<file path="src/mtf_pkg.sv">
// shared types and constants for the max tracking fifo
package mtf_pkg;

  localparam int CMD_W   = 2;
  localparam int VALUE_W = 16;
  localparam int COUNT_W = 5;
  localparam int ERR_W   = 2;

  typedef enum logic [CMD_W-1:0] {
    CMD_PUSH   = 2'd0,
    CMD_POP    = 2'd1,
    CMD_STATUS = 2'd2,
    CMD_RSVD   = 2'd3
  } cmd_t;

  typedef enum logic [ERR_W-1:0] {
    ERR_OK    = 2'd0,
    ERR_EMPTY = 2'd1,
    ERR_FULL  = 2'd2
  } err_t;

  typedef enum logic [1:0] {
    ST_IDLE,
    ST_SCAN,
    ST_FINISH
  } state_t;

  typedef struct packed {
    logic accept;
    logic scan;
    logic load_out;
  } dp_cmd_t;

  typedef struct packed {
    logic need_scan;
    logic scan_done;
  } dp_sts_t;

endpackage

</file>
<file path="src/mtf_in_if.sv">
// request channel: command and value
interface mtf_in_if
  import mtf_pkg::*;
();
  logic               valid;
  logic               ready;
  logic [CMD_W-1:0]   command;
  logic [VALUE_W-1:0] value;

  modport source (output valid, output command, output value, input ready);
  modport sink (input valid, input command, input value, output ready);
endinterface

</file>
<file path="src/mtf_out_if.sv">
// result channel: queue status after each operation
interface mtf_out_if
  import mtf_pkg::*;
();
  logic               valid;
  logic               ready;
  logic [VALUE_W-1:0] front_value;
  logic [VALUE_W-1:0] max_value;
  logic [COUNT_W-1:0] count;
  logic               is_empty;
  logic [ERR_W-1:0]   error;

  modport source (output valid, output front_value, output max_value, output count,
                  output is_empty, output error, input ready);
  modport sink (input valid, input front_value, input max_value, input count,
                input is_empty, input error, output ready);
endinterface

</file>
<file path="src/mtf_ctrl.sv">
// controller state machine: accept, rescan, result load
module mtf_ctrl
  import mtf_pkg::*;
(
  input  logic    clk,
  input  logic    rst_n,
  input  logic    in_valid,
  output logic    in_ready,
  output logic    out_valid,
  input  logic    out_ready,
  input  dp_sts_t sts,
  output dp_cmd_t cmd
);

  state_t state_r, state_nxt;
  logic   out_valid_r, out_valid_nxt;
  logic   out_free;

  assign out_free  = !out_valid_r || out_ready;
  assign out_valid = out_valid_r;

  always_ff @(posedge clk) begin
    if (!rst_n) begin
      state_r     <= ST_IDLE;
      out_valid_r <= 1'b0;
    end else begin
      state_r     <= state_nxt;
      out_valid_r <= out_valid_nxt;
    end
  end

  always_comb begin
    state_nxt     = state_r;
    out_valid_nxt = out_valid_r && !out_ready;
    cmd           = '0;
    in_ready      = 1'b0;
    case (state_r)
      ST_IDLE: begin
        in_ready = 1'b1;
        if (in_valid) begin
          cmd.accept = 1'b1;
          state_nxt  = sts.need_scan ? ST_SCAN : ST_FINISH;
        end
      end
      ST_SCAN: begin
        cmd.scan = 1'b1;
        if (sts.scan_done) begin
          state_nxt = ST_FINISH;
        end
      end
      ST_FINISH: begin
        // wait for the result slot to drain
        if (out_free) begin
          cmd.load_out  = 1'b1;
          out_valid_nxt = 1'b1;
          state_nxt     = ST_IDLE;
        end
      end
      default: begin
        state_nxt = ST_IDLE;
      end
    endcase
  end

endmodule

</file>
<file path="src/mtf_dp.sv">
// datapath: entry memory, pointers, running max and rescan
module mtf_dp
  import mtf_pkg::*;
#(
  parameter int DEPTH = 16,
  parameter int WIDTH = 16
) (
  input  logic               clk,
  input  logic               rst_n,
  input  dp_cmd_t            cmd,
  output dp_sts_t            sts,
  input  logic [CMD_W-1:0]   in_command,
  input  logic [VALUE_W-1:0] in_value,
  output logic [VALUE_W-1:0] out_front_value,
  output logic [VALUE_W-1:0] out_max_value,
  output logic [COUNT_W-1:0] out_count,
  output logic               out_is_empty,
  output logic [ERR_W-1:0]   out_error
);

  localparam int AW = (DEPTH > 1) ? $clog2(DEPTH) : 1;
  localparam int CW = $clog2(DEPTH + 1);
  localparam int SW = CW + 1;

  logic [WIDTH-1:0] mem [DEPTH];

  logic [AW-1:0]    head_r, scan_ptr_r;
  logic [CW-1:0]    cnt_r, scan_left_r;
  logic [WIDTH-1:0] max_r, front_r, best_r, rd_data_r;
  logic             rd_vld_r, rd_first_r, rescan_r;
  err_t             err_r;

  logic [VALUE_W-1:0] front_o_r, max_o_r;
  logic [COUNT_W-1:0] count_o_r;
  logic               empty_o_r;
  err_t               err_o_r;

  cmd_t             op;
  logic             full, empty, push_ok, pop_ok;
  logic [WIDTH-1:0] val_w, best_nxt;
  logic [SW-1:0]    tail_sum;
  logic [AW-1:0]    tail, head_inc;

  function automatic logic [AW-1:0] ptr_inc(input logic [AW-1:0] p);
    ptr_inc = (p == AW'(DEPTH - 1)) ? '0 : p + AW'(1);
  endfunction

  assign op       = cmd_t'(in_command);
  assign val_w    = WIDTH'(in_value);
  assign full     = (cnt_r == CW'(DEPTH));
  assign empty    = (cnt_r == '0);
  assign push_ok  = (op == CMD_PUSH) && !full;
  assign pop_ok   = (op == CMD_POP) && !empty;
  assign head_inc = ptr_inc(head_r);
  assign tail_sum = SW'(head_r) + SW'(cnt_r);
  assign tail     = (tail_sum >= SW'(DEPTH)) ? AW'(tail_sum - SW'(DEPTH)) : AW'(tail_sum);
  assign best_nxt = (rd_data_r > best_r) ? rd_data_r : best_r;

  // a pop that leaves entries behind must fetch the new front
  assign sts.need_scan = pop_ok && (cnt_r > CW'(1));
  assign sts.scan_done = (scan_left_r == '0) && !rd_vld_r;

  always_ff @(posedge clk) begin
    if (cmd.accept && push_ok) begin
      mem[tail] <= val_w;
    end
    rd_data_r <= mem[scan_ptr_r];
  end

  always_ff @(posedge clk) begin
    if (!rst_n) begin
      head_r      <= '0;
      cnt_r       <= '0;
      max_r       <= '0;
      scan_left_r <= '0;
      rd_vld_r    <= 1'b0;
    end else if (cmd.accept) begin
      rd_vld_r    <= 1'b0;
      scan_left_r <= '0;
      if (push_ok) begin
        cnt_r <= cnt_r + CW'(1);
        if (val_w > max_r) begin
          max_r <= val_w;
        end
      end else if (pop_ok) begin
        head_r      <= head_inc;
        cnt_r       <= cnt_r - CW'(1);
        scan_left_r <= cnt_r - CW'(1);
        if (cnt_r == CW'(1)) begin
          max_r <= '0;
        end
      end
    end else if (cmd.scan) begin
      rd_vld_r <= (scan_left_r != '0);
      if (scan_left_r != '0) begin
        scan_left_r <= scan_left_r - CW'(1);
      end
      if (sts.scan_done && rescan_r) begin
        max_r <= best_r;
      end
    end
  end

  always_ff @(posedge clk) begin
    if (cmd.accept) begin
      scan_ptr_r <= head_inc;
      best_r     <= '0;
      rd_first_r <= 1'b1;
      rescan_r   <= (front_r == max_r);
      if (push_ok && empty) begin
        front_r <= val_w;
      end
      if (op == CMD_PUSH && full) begin
        err_r <= ERR_FULL;
      end else if (op == CMD_POP && empty) begin
        err_r <= ERR_EMPTY;
      end else begin
        err_r <= ERR_OK;
      end
    end else if (cmd.scan) begin
      if (scan_left_r != '0) begin
        scan_ptr_r <= ptr_inc(scan_ptr_r);
      end
      if (rd_vld_r) begin
        best_r     <= best_nxt;
        rd_first_r <= 1'b0;
        if (rd_first_r) begin
          front_r <= rd_data_r;
        end
      end
    end
  end

  always_ff @(posedge clk) begin
    if (cmd.load_out) begin
      front_o_r <= empty ? '0 : VALUE_W'(front_r);
      max_o_r   <= empty ? '0 : VALUE_W'(max_r);
      count_o_r <= COUNT_W'(cnt_r);
      empty_o_r <= empty;
      err_o_r   <= err_r;
    end
  end

  assign out_front_value = front_o_r;
  assign out_max_value   = max_o_r;
  assign out_count       = count_o_r;
  assign out_is_empty    = empty_o_r;
  assign out_error       = err_o_r;

`ifndef ASSERT_OFF
  a_cnt_bound: assert property (@(posedge clk) disable iff (!rst_n)
    cnt_r <= CW'(DEPTH))
    else $error("held count above depth");

  a_push_inc: assert property (@(posedge clk) disable iff (!rst_n)
    (cmd.accept && push_ok) |=> (cnt_r == $past(cnt_r) + CW'(1)))
    else $error("push did not advance count");

  a_empty_max: assert property (@(posedge clk) disable iff (!rst_n)
    (cnt_r == '0) |-> (max_r == '0))
    else $error("empty queue holds nonzero max");

  a_scan_bound: assert property (@(posedge clk) disable iff (!rst_n)
    scan_left_r <= cnt_r)
    else $error("rescan runs past held entries");
`endif

endmodule

</file>
<file path="src/max_tracking_fifo.sv">
// top level of the max tracking fifo
// push, status, rejected ops and a pop that empties go from IDLE to FINISH, which loads the result
// registers and raises out_valid; other pops first pass through SCAN, which rescans the entries left
// the rescan makes one memory read per cycle through the single read port; no new word is taken until IDLE
// a waiting result holds the next word at its result load
// synchronous active-low reset clears head pointer, count, max, rescan counter and control; memory not cleared
module max_tracking_fifo
  import mtf_pkg::*;
#(
  parameter int DEPTH = 16,
  parameter int WIDTH = 16
) (
  input  logic      clk,
  input  logic      rst_n,
  mtf_in_if.sink    in_chan,
  mtf_out_if.source out_chan
);

  dp_cmd_t dp_cmd;
  dp_sts_t dp_sts;

  mtf_ctrl u_ctrl (
    .clk       (clk),
    .rst_n     (rst_n),
    .in_valid  (in_chan.valid),
    .in_ready  (in_chan.ready),
    .out_valid (out_chan.valid),
    .out_ready (out_chan.ready),
    .sts       (dp_sts),
    .cmd       (dp_cmd)
  );

  mtf_dp #(
    .DEPTH (DEPTH),
    .WIDTH (WIDTH)
  ) u_dp (
    .clk             (clk),
    .rst_n           (rst_n),
    .cmd             (dp_cmd),
    .sts             (dp_sts),
    .in_command      (in_chan.command),
    .in_value        (in_chan.value),
    .out_front_value (out_chan.front_value),
    .out_max_value   (out_chan.max_value),
    .out_count       (out_chan.count),
    .out_is_empty    (out_chan.is_empty),
    .out_error       (out_chan.error)
  );

endmodule

</file>
<file path="src/flat_wrapper.sv">
// flat-port wrapper written by rule: the top's interface ports become plain ports
module max_tracking_fifo_flat import mtf_pkg::*;
#(
  parameter int DEPTH = 16,
  parameter int WIDTH = 16
)
  (clk, rst_n, in_chan_valid, in_chan_command, in_chan_value, in_chan_ready, out_chan_valid, out_chan_front_value, out_chan_max_value, out_chan_count, out_chan_is_empty, out_chan_error, out_chan_ready);
  mtf_in_if in_chan_i ();
  mtf_out_if out_chan_i ();
  input  logic clk;
  input  logic rst_n;
  input wire logic [$bits(in_chan_i.valid)-1:0] in_chan_valid;
  input wire logic [$bits(in_chan_i.command)-1:0] in_chan_command;
  input wire logic [$bits(in_chan_i.value)-1:0] in_chan_value;
  output wire logic [$bits(in_chan_i.ready)-1:0] in_chan_ready;
  output wire logic [$bits(out_chan_i.valid)-1:0] out_chan_valid;
  output wire logic [$bits(out_chan_i.front_value)-1:0] out_chan_front_value;
  output wire logic [$bits(out_chan_i.max_value)-1:0] out_chan_max_value;
  output wire logic [$bits(out_chan_i.count)-1:0] out_chan_count;
  output wire logic [$bits(out_chan_i.is_empty)-1:0] out_chan_is_empty;
  output wire logic [$bits(out_chan_i.error)-1:0] out_chan_error;
  input wire logic [$bits(out_chan_i.ready)-1:0] out_chan_ready;
  assign in_chan_i.valid = in_chan_valid;
  assign in_chan_i.command = in_chan_command;
  assign in_chan_i.value = in_chan_value;
  assign in_chan_ready = in_chan_i.ready;
  assign out_chan_valid = out_chan_i.valid;
  assign out_chan_front_value = out_chan_i.front_value;
  assign out_chan_max_value = out_chan_i.max_value;
  assign out_chan_count = out_chan_i.count;
  assign out_chan_is_empty = out_chan_i.is_empty;
  assign out_chan_error = out_chan_i.error;
  assign out_chan_i.ready = out_chan_ready;
  max_tracking_fifo #(.DEPTH(DEPTH), .WIDTH(WIDTH)) u_core (.clk(clk), .rst_n(rst_n), .in_chan(in_chan_i), .out_chan(out_chan_i));
endmodule
</file>
<file path="config.mk">
export PLATFORM = sky130hd
export DESIGN_NAME = max_tracking_fifo_flat
export DESIGN_NICKNAME = d
export VERILOG_FILES = /design/src/mtf_pkg.sv /design/src/mtf_in_if.sv /design/src/mtf_out_if.sv /design/src/mtf_ctrl.sv /design/src/mtf_dp.sv /design/src/max_tracking_fifo.sv /design/src/flat_wrapper.sv
export SDC_FILE = /design/constraint.sdc
export NUM_CORES = 1
export LEC_CHECK = 0
export ABC_AREA = 1
export BUFFER_PORTS_ARGS = -buffer_cell sky130_fd_sc_hd__buf_2
export CAP_MARGIN = 10
export CORE_ASPECT_RATIO = 2
export CORE_UTILIZATION = 55
export DETAILED_ROUTE_END_ITERATION = 8
export PLACE_DENSITY = 0.75
export SETUP_SLACK_MARGIN = 0.1
export SLEW_MARGIN = 15
export SYNTH_ARGS = -nofsm -noshare
export SYNTH_HDL_FRONTEND = slang
export SYNTH_SLANG_ARGS = --single-unit
</file>
<file path="constraint.sdc">
create_clock -name clk -period 3.6 [get_ports clk]
set_input_delay 0.36 -clock clk [delete_from_list [all_inputs] [get_ports clk]]
set_output_delay 0.36 -clock clk [all_outputs]
set_load 0.05 [all_outputs]
</file>
Word-level counts from Yosys, hierarchy flattened

Memory sizes are Yosys's and may differ from the RTL's. A register that Yosys moved wholly into a read port is not among the register bits.
Cells that the tools add are included.

Add/sub/neg operators: 7
Magnitude comparators: 4
Equal/unequal tests: 15
Mux-type cells: 41
Bitwise operators: 2
Reduce and logical (&&, ||, !) cells: 36

Operator list:

| cell                                                                            | number |
|---|---|
| 16-bit two-way mux                                                              | 12 |
| 5-bit two-way mux                                                               | 7 |
| 16-bit greater-than comparator                                                  | 2 |
| 4-bit two-way mux                                                               | 6 |
| 16-bit == test                                                                  | 1 |
| 2-bit nonzero test                                                              | 6 |
| 1-bit two-way mux                                                               | 11 |
| 1-bit logical AND                                                               | 10 |
| 5-bit zero test                                                                 | 2 |
| 5-bit by 1-bit subtractor with 5-bit output, second input constant              | 2 |
| 3-bit AND reduction                                                             | 3 |
| 4-bit by 1-bit adder with 4-bit output, second input constant                   | 2 |
| 4-bit == test, second input constant                                            | 2 |
| 2-bit two-way mux                                                               | 4 |
| 4-bit by 5-bit adder with 6-bit output                                          | 1 |
| 6-bit by 5-bit >= comparator with 1-bit output, second input constant           | 1 |
| 2-bit != test, second input constant                                            | 3 |
| 3-bit by 1-bit != test with 1-bit output, second input constant                 | 2 |
| 2-bit one-hot mux with 3 select lines                                           | 1 |
| 2-bit AND reduction                                                             | 3 |
| 5-bit by 1-bit adder with 5-bit output, second input constant                   | 1 |
| 5-bit by 1-bit == test with 1-bit output, second input constant                 | 1 |
| 5-bit == test, second input constant                                            | 1 |
| 5-bit by 1-bit greater-than comparator with 1-bit output, second input constant | 1 |
| 13 further kinds                                                                | 20 |

Bits in registers: 114
Bits in writable memories: 256
Input bits: 22
Logic and storage cells: 124
Memories: 1

Memories:

| memory          | words | width | rd ports | clocked after memory_dff | wr ports | RTL line     | text |
|---|---|---|---|---|---|---|---|
| u_core.u_dp.mem | 16    | 16    | 1        | 1                        | 1        | mtf_dp.sv:25 | `logic [WIDTH-1:0] mem [DEPTH];` |

Depth between registers and ports, before layout

Depth after elaboration: 7
Depth in mapped cells: 17
Mapped depth without buffers: 16

By module

From an unflattened synthesis, not the netlist that was laid out.

Cell total of the unflattened synthesis: 1469
Area total of the unflattened synthesis: 16412.0 µm²

By module, submodules not included:

| module   | instances | cells an instance | area each (µm²) |
|---|---|---|---|
| mtf_dp   | 1         | 1442              | 16226.8 |
| mtf_ctrl | 1         | 27                | 185.2 |

Worst setup path after synthesis

No wires, ideal clock.

Kind: reg-to-reg
Start point: register u_core.u_ctrl.out_valid_r, in the netlist u_core.u_ctrl.out_valid
End point: register u_core.u_dp.count_o_r[0], in the netlist u_core.u_dp.out_count[0], enable pin
Setup time: 0.487 ns
Data arrival time: 3.361 ns
Slack: -0.248 ns
Cell stages (with the launch flop): 4
Path through: dfxtp_1 inv_1 nor2_1 nor3_1

RTL lines:

| element                  | RTL line       | text |
|---|---|---|
| start: declaration       | mtf_ctrl.sv:16 | `logic out_valid_r, out_valid_nxt;` |
| start signal: assignment | mtf_ctrl.sv:28 | `out_valid_r <= out_valid_nxt;` |
| end signal: assignment   | mtf_dp.sv:138  | `count_o_r <= COUNT_W'(cnt_r);` |
| end: declaration         | mtf_dp.sv:34   | `logic [COUNT_W-1:0] count_o_r;` |

==> impl_metrics.py <==
metrics = {
    "worst_setup_path": {
        "cp-start-kind": "register",
        "end_kind": "register",
        "cp.arrival_ns": 3.34,
        "cp_slowest_stage_delay_ns": 0.83,
        "critPathMostFrequentCell": "nand2_1",
        "crit_type": "register to register",
        "slowest_stage": "edfxtp_1",
        "path_cells": "inv_1 > buf_4 > nand2_1 > a21oi_1 > a221oi_1 > o21ai_0 > nand2_1",
        "cp_top_family": "flip-flops",
        "required_ns": 4.06,
        "crit_buf_inv": 2,
        "critPathMaxFanout": 33,
    },
    "detailed_routing": {
        "dr_wl_met3_microns": 2300,
        "post_drt_via_cell_ratio": 5.91,
        "route.detailed.drc": 0,
        "vias": 11500,
        "dr_wl_met2_microns": 21600,
        "drt_wl_total_microns": 41200,
        "highest_layer": "met4",
        "m1WireLength_microns": 14100,
        "drt_iter0_markers": 1035,
        "dr.pass1.iters": 7,
        "post_drt_wl_per_cell_microns": 21.3,
        "ant_nets": 0,
    },
    "power": {
        "swShare": 0.352,
        "p_leak_uw": 0.00696,
        "ir_drop_uv": 364,
        "pwr-share-comb": 0.290,
        "pwr-share-seq": 0.409,
        "p_sw_uw": 4890,
        "powerDensity_nw_per_um2": 754,
        "p_int_uw": 9010,
        "clockPowerShare": 0.300,
    },
    "floorplanning": {
        "row_count": 89,
        "coreArea_sq_um": 29400,
        "pin_count": 64,
        "dieHeight_microns": 246,
        "start_util": 0.558,
        "die_w_microns": 124,
        "die-area_sq_um": 30500,
    },
    "flow_run": {
        "cap_viol_max_count": 0,
    },
    "sta": {
        "worstMarginPinSlew_ns": 0.974,
        "fin_crit_ns": 2.88,
        "skew_ns": 0.0246,
        "post-route-period-util": 0.799,
        "rsz0062_at_grt": "no",
        "whs_ns": 0.157,
        "finalMaxSlewViolations": 0,
        "slew_headroom": 0.349,
        "setup_viol_count_final": 0,
        "fmax_mhz": 348,
        "finalHoldViolCount": 0,
        "setup-tns-final_ns": 0,
    },
    "placement": {
        "place.gp.congestion": 0.907,
        "place_hpwl_microns": 27900,
        "dpl_cell_area_sq_um": 17100,
        "io_buffer_count": 63,
    },
    "global_route": {
        "track_usage": 0.280,
        "overflow": 0,
        "grt_max_degree": 131,
        "grt_pass1_wl_microns": 62600,
        "antenna_found_initial": 0,
        "first_global_vias": 11300,
    },
    "yosys": {
        "synthArstFlopShare": 0,
        "ys_seq_area_frac": 0.666,
        "ys_types": 38,
        "synth_fp_nets": 1554,
        "ys_ff_latch": 386,
        "synth.avg_cell_area_sq_um": 11.0,
        "synthCells": 1489,
        "yosys_warnings": 0,
        "netlist_area_sq_um": 16400,
        "synth_edf_count": 319,
        "synthFlopType": "edfxtp_1",
    },
    "clocking": {
        "cts_max_level": 2,
        "cts_tree": "done",
        "numCtsBuffers": 34,
        "cts_hold_buf": 0,
        "post-cts-setup-buffer-count": 0,
        "numClockSinks": 386,
        "path_clk_slew_ns": 0.06,
        "clk_latency_ns": 0.54,
        "cts_max_path_buffers": 3,
        "cts_resized": 0,
        "root_buffer": "clkbuf_16",
    },
    "final_layout": {
        "diodes": 0,
        "nNetsFinal": 1612,
        "finalInstanceArea_sq_um": 18400,
        "mostFrequentLayoutCells": "edfxtp_1 (319), nand2_1 (255), nor2_1 (154), inv_1 (122), o21ai_0 (122)",
        "fillers": 2335,
        "drive_gt1_frac": 0.113,
        "final_common_cell": "edfxtp_1",
        "post-route-util": 0.627,
        "syn_to_final_growth_pct": 12.4,
    },
    "status": {
        "status": "completed",
    },
    "min_path": {
        "hp-class": "input port to register",
    },
}
==> final cells by class <==
cell class / instances / area, sq um / area share
clock inverters: 25 / 410 / 0.0223
clock buffers: 37 / 883 / 0.0480
well taps: 364 / 455 / 0.0247
multi-input cells: 898 / 4670 / 0.254
repair buffers: 99 / 598 / 0.0325
flip-flops and latches: 386 / 10900 / 0.593
inverters: 128 / 482 / 0.0261
==> final timing paths <==
path / to / cells after the start / slack (ns) / from
worst max-delay path: u_core.u_dp.rd_data_r[6] / 7 / 0.72 / u_core.u_dp.scan_ptr_r[1]
worst min register to register: u_core.u_dp.out_error[0] / 0 / 0.42 / u_core.u_dp.err_r[0]
worst min-delay path: u_core.u_dp.err_r[1] / 2 / 0.16 / in_chan_command[0]
worst max register to register: u_core.u_dp.rd_data_r[6] / 7 / 0.72 / u_core.u_dp.scan_ptr_r[1]
==> through the flow <==
step	total power [uW]	instances	setup slack, ns
global route	14600	1937	0.510
detailed placement	9750	1875	0.851
global placement	9660	1875	0.916
floorplan	8510	1489	0.884
CTS	13900	1937	0.829
finish	13900	1937	0.723
==> logic make-up (layout without fill, tap and decap cells) <==
| kind of cell | after synthesis | count (layout) | share of synthesized area |
|---|---|---|---|
| flip-flops | 386 | 386 | 0.666 |
| AO/OA/AOI/OAI | 304 | 304 | 0.105 |
| XOR/XNOR | 25 | 25 | 0.0134 |
| adder cells (fa/ha/maj) | 43 | 43 | 0.0333 |
| AND/OR/NAND/NOR | 526 | 526 | 0.133 |
| buffers and inverters | 205 | 289 | 0.0498 |
==> synthesized netlist by cell type (4+ instances only) <==
cell,n,share of area
clkbuf_1,48,0.011
edfxtp_1,319,0.58
ha_1,42,0.032
nand4_1,18,0.0069
nand2_2,7,0.0027
buf_2,20,0.0061
a221oi_1,20,0.011
xor2_1,9,0.0048
nor3_1,8,0.0024
dfxtp_1,67,0.082
buf_1,5,0.0011
o21ai_0,122,0.037
a21oi_1,111,0.034
o221ai_1,12,0.0064
nand2_1,255,0.058
inv_2,5,0.0011
inv_1,123,0.028
o22ai_1,21,0.0080
o211ai_1,4,0.0018
xnor2_1,16,0.0085
nand3_1,74,0.023
a31oi_1,8,0.0031
nor2_1,154,0.035
or2_2,4,0.0015
==> state kept, by name (all words and copies together), names as in the netlist, 2 cells and up <==
name,cells
u_core.u_dp.mem,256
u_core.u_dp.best_r,16
u_core.u_dp.front_r,16
u_core.u_dp.max_r,16
u_core.u_dp.out_front_value,16
u_core.u_dp.out_max_value,16
u_core.u_dp.rd_data_r,16
u_core.u_dp.cnt_r,5
u_core.u_dp.out_count,5
u_core.u_dp.scan_left_r,5
u_core.u_dp.head_r,4
u_core.u_dp.scan_ptr_r,4
u_core.u_ctrl.state_r,2
u_core.u_dp.err_r,2
u_core.u_dp.out_error,2
==> per-layer routing <==
metal,track usage,vias up
li1,-,5321
met1,0.299,5462
met2,0.494,517
met3,0.0340,150
met4,0.208,0
met5,0,-
==> power groups by stage <==
stage                     Sequential [uW]  Combinational (uW)  Clock (uW)
final                                5690                4030        4170
after detailed placement             5780                3970           0
after global routing                 5740                4460        4370
after CTS                            5680                4010        4210
after global placement               5770                3890           0
after floorplan                      6020                2490           0
No activity file was read; power rests on OpenSTA's default activity.
